**src/sv/edsf_pkg.sv**
```systemverilog
package edsf_pkg;

	localparam logic [7:0] CH_BACKSLASH = 8'h5C;
	localparam logic [7:0] CH_N         = 8'h6E;
	localparam logic [7:0] CH_T         = 8'h74;
	localparam logic [7:0] CH_CR        = 8'h0D;
	localparam logic [7:0] CH_LF        = 8'h0A;
	localparam logic [7:0] CH_TAB       = 8'h09;
	localparam logic [7:0] CH_SPACE     = 8'h20;

	typedef struct packed {
		logic [7:0] ch;
		logic       final_byte;
	} src_word_t;

	typedef struct packed {
		logic [7:0] out_byte;
		logic       byte_valid;
		logic       run_last;
		logic       text_end;
	} res_word_t;

endpackage

```
**src/sv/escape_decode_space_fold_unit.sv**
```systemverilog
// Path: an accepted source word is registered in word_s1, and its first result word in out_q.
// Throughput: one source word per cycle while res_ready stays high; a source word that yields two result
// words stalls the input register while its second result word waits in extra_q.
// Reset: arst_n clears all control flags and valid bits asynchronously; the
// decoder flags also return to reset after every word marked final_byte.
module escape_decode_space_fold_unit import edsf_pkg::*; (
	input  logic      clk,
	input  logic      arst_n,
	input  logic      src_valid,
	output logic      src_ready,
	input  src_word_t src_word,
	output logic      res_valid,
	input  logic      res_ready,
	output res_word_t res_word
);

	src_word_t word_s1;
	logic      valid_s1;

	logic escape_pending_q;
	logic space_pending_q;
	logic output_started_q;
	logic last_was_ctrl_q;

	res_word_t out_q;
	logic      out_valid_q;
	res_word_t extra_q;
	logic      extra_valid_q;

	logic       load_ok;
	logic       take;
	logic       have;
	logic [7:0] d;
	logic       esc_open;
	logic       is_space;
	logic       is_emit;
	logic       ctrl;
	logic       emit_sp;
	logic       fin;
	logic [7:0] c;
	res_word_t  w0;
	res_word_t  w1;
	logic       has0;

	assign c   = word_s1.ch;
	assign fin = word_s1.final_byte;

	always_comb begin
		have     = 1'b0;
		d        = c;
		esc_open = 1'b0;
		if (escape_pending_q) begin
			have = 1'b1;
			if (c == CH_N) begin
				d = CH_LF;
			end else if (c == CH_T) begin
				d = CH_TAB;
			end else begin
				d = c;
			end
		end else if (c == CH_BACKSLASH) begin
			esc_open = !fin;
			have     = fin;
			d        = CH_BACKSLASH;
		end else if (c == CH_CR || c == CH_LF || c == CH_TAB) begin
			have = 1'b1;
			d    = CH_SPACE;
		end else begin
			have = 1'b1;
			d    = c;
		end
	end

	assign is_space = have && (d == CH_SPACE);
	assign is_emit  = have && (d != CH_SPACE);
	assign ctrl     = (d == CH_LF) || (d == CH_TAB);
	assign emit_sp  = is_emit && space_pending_q && !ctrl;
	assign has0     = is_emit || fin;

	always_comb begin
		w0.out_byte   = 8'h00;
		w0.byte_valid = 1'b0;
		w0.run_last   = 1'b1;
		w0.text_end   = fin;
		if (emit_sp) begin
			w0.out_byte   = CH_SPACE;
			w0.byte_valid = 1'b1;
			w0.run_last   = 1'b0;
			w0.text_end   = 1'b0;
		end else if (is_emit) begin
			w0.out_byte   = d;
			w0.byte_valid = 1'b1;
		end
		w1.out_byte   = d;
		w1.byte_valid = 1'b1;
		w1.run_last   = 1'b1;
		w1.text_end   = fin;
	end

	assign load_ok   = (!out_valid_q || res_ready) && !extra_valid_q;
	assign take      = valid_s1 && load_ok;
	assign src_ready = !valid_s1 || load_ok;
	assign res_valid = out_valid_q;
	assign res_word  = out_q;

	always_ff @(posedge clk or negedge arst_n) begin
		if (!arst_n) begin
			valid_s1 <= 1'b0;
		end else if (src_ready) begin
			valid_s1 <= src_valid;
		end
	end

	always_ff @(posedge clk) begin
		if (src_ready && src_valid) begin
			word_s1 <= src_word;
		end
	end

	// advance decoder flags when a word leaves the input register
	always_ff @(posedge clk or negedge arst_n) begin
		if (!arst_n) begin
			escape_pending_q <= 1'b0;
			space_pending_q  <= 1'b0;
			output_started_q <= 1'b0;
			last_was_ctrl_q  <= 1'b0;
		end else if (take) begin
			if (fin) begin
				escape_pending_q <= 1'b0;
				space_pending_q  <= 1'b0;
				output_started_q <= 1'b0;
				last_was_ctrl_q  <= 1'b0;
			end else begin
				escape_pending_q <= esc_open;
				if (is_space) begin
					space_pending_q <= output_started_q && !last_was_ctrl_q;
				end else if (is_emit) begin
					space_pending_q  <= 1'b0;
					output_started_q <= 1'b1;
					last_was_ctrl_q  <= ctrl;
				end
			end
		end
	end

	always_ff @(posedge clk or negedge arst_n) begin
		if (!arst_n) begin
			out_valid_q   <= 1'b0;
			extra_valid_q <= 1'b0;
		end else if (take) begin
			out_valid_q   <= has0;
			extra_valid_q <= emit_sp;
		end else if (out_valid_q && res_ready) begin
			out_valid_q   <= extra_valid_q;
			extra_valid_q <= 1'b0;
		end
	end

	always_ff @(posedge clk) begin
		if (take) begin
			out_q   <= w0;
			extra_q <= w1;
		end else if (out_valid_q && res_ready && extra_valid_q) begin
			out_q <= extra_q;
		end
	end

endmodule
```
**config.mk**
```make
export PLATFORM = sky130hd
export DESIGN_NAME = escape_decode_space_fold_unit
export DESIGN_NICKNAME = d
export VERILOG_FILES = /design/src/sv/edsf_pkg.sv /design/src/sv/escape_decode_space_fold_unit.sv
export SDC_FILE = /design/constraint.sdc
export NUM_CORES = 1
export LEC_CHECK = 0
export BUFFER_PORTS_ARGS = -buffer_cell sky130_fd_sc_hd__buf_2
export CORE_ASPECT_RATIO = 1.2
export CORE_MARGIN = 1
export CORE_UTILIZATION = 30
export CTS_CLUSTER_SIZE = 12
export DETAILED_ROUTE_END_ITERATION = 16
export SYNTH_ARGS = -nofsm -noshare
export SYNTH_HDL_FRONTEND = slang
export SYNTH_SLANG_ARGS = --single-unit
```
**constraint.sdc**
```tcl
create_clock -name clk -period 4.15 [get_ports clk]
set_input_delay 1.0375 -clock clk [delete_from_list [all_inputs] [get_ports clk]]
set_output_delay 1.0375 -clock clk [all_outputs]
set_load 0.005 [all_outputs]
```
==> results.sh <==
export IMPL_status="completed"
export IMPL_cts_sinks=36
export IMPL_drcViolationCount=0
export IMPL_p_leak_uw=0.000796
export IMPL_drive_gt1_frac=0.226
export IMPL_clk_latency_ns=0.29
export IMPL_die_height_um=83.9
export IMPL_start_util=0.314
export IMPL_critical_path_max_stage_delay_ns=0.17
export IMPL_num_rows=29
export IMPL_vias_per_cell=4.83
export IMPL_cts_buffers=5
export IMPL_cp_cell_sequence="buf_2 > nor2b_1 > o21ai_1 > buf_2"
export IMPL_hpwlAfterDp_um=2110
export IMPL_synth_edf_count=29
export IMPL_grt_total_usage=0.109
export IMPL_htreeDepth=2
export IMPL_routed_wirelength_um=2870
export IMPL_antenna_found_initial=0
export IMPL_power_density_nw_per_um2=417
export IMPL_path_clk_slew_ns=0.07
export IMPL_drtIter0Drc=57
export IMPL_cts_tree="done"
export IMPL_syn_to_final_growth_pct=17.0
export IMPL_yosys_warnings=0
export IMPL_intPower_uw=635
export IMPL_timing_fmax_mhz=383
export IMPL_cp_start_kind="input pin"
export IMPL_die_w_um=70.2
export IMPL_required_ns=3.11
export IMPL_cap_violations=0
export IMPL_finalSetupViolCount=0
export IMPL_r2r_cells=6
export IMPL_switching_share=0.223
export IMPL_combPwrFrac=0.096
export IMPL_clk_root_buffer_cell="clkbuf_8"
export IMPL_synth_distinct_cells=38
export IMPL_grt_pass1_vias=1072
export IMPL_gp_congestion=0.832
export IMPL_netlist_instances=140
export IMPL_pin_count=26
export IMPL_crit_type="input pin to primary output"
export IMPL_syn_nets=153
export IMPL_layout_nets=180
export IMPL_finalSetupTns_ns=0
export IMPL_dominantRegCellSynth="edfxtp_1"
export IMPL_postCtsSetupBuffers=0
export IMPL_grt_overflow=0
export IMPL_fin_crit_sh=0.629
export IMPL_ir_worst_vdd_v=0.000206
export IMPL_yosysSeqAreaShare=0.624
export IMPL_vias=1111
export IMPL_antenna_left=0
export IMPL_period_needed_ns=2.61
export IMPL_hp_class="register to register"
export IMPL_ctsHoldBuffers=0
export IMPL_total_power_uw=817
export IMPL_whs_path_depth=2
export IMPL_slowest_stage="nor2b_1"
export IMPL_syn_area_per_cell_um2=12.0
export IMPL_critical_path_endpoint_type="primary output"
export IMPL_crit_arrival_ns=1.57
export IMPL_grt_use_met1=0.136
export IMPL_pwr_share_clk=0.369
export IMPL_cts_resized=0
export IMPL_slew_viol_final=0
export IMPL_grt_setup_unrepaired="no"
export IMPL_hold_viol=0
export IMPL_gr_max_usage_layer="met2"
export IMPL_grt_pass1_wl_um=4860
export IMPL_globalRouteMet2Util=0.165
export IMPL_core_um2=5330
export IMPL_firstDrtPassIters=5
export IMPL_power_switching_uw=182
export IMPL_clock_path_buffers=2
export IMPL_post_drt_wl_per_cell_um=12.5
export IMPL_netlist_area_um2=1680
export IMPL_slew_headroom=0.322
export IMPL_tightest_slew_ns=1.02
export IMPL_synthArstFlopShare=0.194
export IMPL_grt_max_degree=22
export IMPL_power_frac_seq=0.535
export IMPL_insertedDiodeCount=0
export IMPL_die_area_um2=5890
export IMPL_use_met3=0.0302
export IMPL_port_buffers=25
export IMPL_fin_worst_skew_ns=0.00910
export IMPL_synth_seq_cells=36
export IMPL_cp_common_cell="buf_2"
export IMPL_cp_max_fo=3
sequential cells by signal, summed over array words and instances, names as in the netlist:
name              count
space_pending_q       1
extra_valid_q         1
output_started_q      1
escape_pending_q      1
extra_q               9
c                     8
res_valid             1
last_was_ctrl_q       1
res_word             11
fin                   1
valid_s1              1
cell usage after synthesis, types with 2 or more instances:
cell	count	area (um2)
o21a_1	2	15.0
and2_1	6	37.5
nand2b_1	2	12.5
nand3_1	3	15.0
o31ai_2	3	37.5
o21ai_0	3	15.0
a21oi_1	2	10.0
nor2b_1	3	18.8
dfrtp_1	7	175
edfxtp_1	29	871
and3_1	2	12.5
nand2_1	27	101
nor2_1	7	26.3
and3b_1	4	35.0
inv_1	3	11.3
o21ai_1	8	40.0
o211ai_1	4	30.0
nor3b_1	2	15.0
clkbuf_1	4	15.0
worst paths after layout:
path                       slack (ns)  startpoint               end
max in group asynchronous        3.42      arst_n  escape_pending_q
min                              0.53  extra_q[5]       res_word[5]
max reg2reg                      1.73        c[5]       res_word[9]
max                              1.54   res_ready         src_ready
min reg2reg                      0.53  extra_q[5]       res_word[5]
min in group asynchronous        0.56      arst_n     extra_valid_q
power groups by stage:
stage / registers [uW] / logic [uW] / clock network [uW]
after floorplan: 443 / 52.1 / 0
after global placement: 444 / 78.5 / 0
after detailed placement: 444 / 79.8 / 0
after CTS: 437 / 80.2 / 306
after global routing: 440 / 90.3 / 319
final: 437 / 78.7 / 301
per-stage QoR:
step | setup WS [ns] | utilization | hold WS, ns | instances | cell area [um2]
after floorplan | 1.66 | - | 0.456 | 140 | 1680
after global placement | 1.55 | 0.347 | 0.515 | 222 | 1850
after detailed placement | 1.54 | 0.347 | 0.519 | 222 | 1850
after CTS | 1.54 | 0.367 | 0.538 | 230 | 1960
after global routing | 1.44 | 0.367 | 0.552 | 230 | 1960
final | 1.54 | 0.367 | 0.534 | 230 | 1960
kinds of logic (layout without fill, tap and decap cells):
family / count (synthesis) / after routing / synth area share
AO/OA/AOI/OAI: 32 / 32 / 0.141
XOR/XNOR: 1 / 1 / 0.00523
buffers and inverters: 9 / 37 / 0.0246
flip-flops: 36 / 36 / 0.624
AND/OR/NAND/NOR: 62 / 62 / 0.205
final cells by class:
cell class	instances	area, um2
clock buffers	6	72.6
multi-input cells	95	588
clock inverters	2	35.0
inverters	4	15.0
well taps	62	77.6
fillers	515	3370
repair buffers	25	125
flip-flops and latches	36	1050
placed cells by master, fill, tap and decap left out, drive strengths merged, types with 2 or more instances in the layout:
master	netlist	final
a21oi	2	2
nor2	7	7
edfxtp	29	29
nand2b	2	2
and3b	4	4
nand3	3	3
nor3b	2	2
o31ai	4	4
and3	2	2
o21a	2	2
inv	4	4
clkbuf	4	6
o21ai	11	11
nand2	27	27
dfrtp	7	7
and2	6	6
nor2b	3	3
o211ai	4	4
buf	1	25
layer usage:
layer	up-vias	routed length [um]
met5	-	0
met4	0	76
met3	7	135
met2	27	1320
met1	509	1330
li1	568	-
worst max-delay path, delay by kind of cell:
| family | cells | cell delay, ns |
|---|---|---|
| AOI/OAI and AO/OA | 1 | 0.11 |
| and+or+nand+nor | 1 | 0.17 |
| buffers and inverters | 2 | 0.25 |
Note: power is estimated with default switching activity, not from simulation.
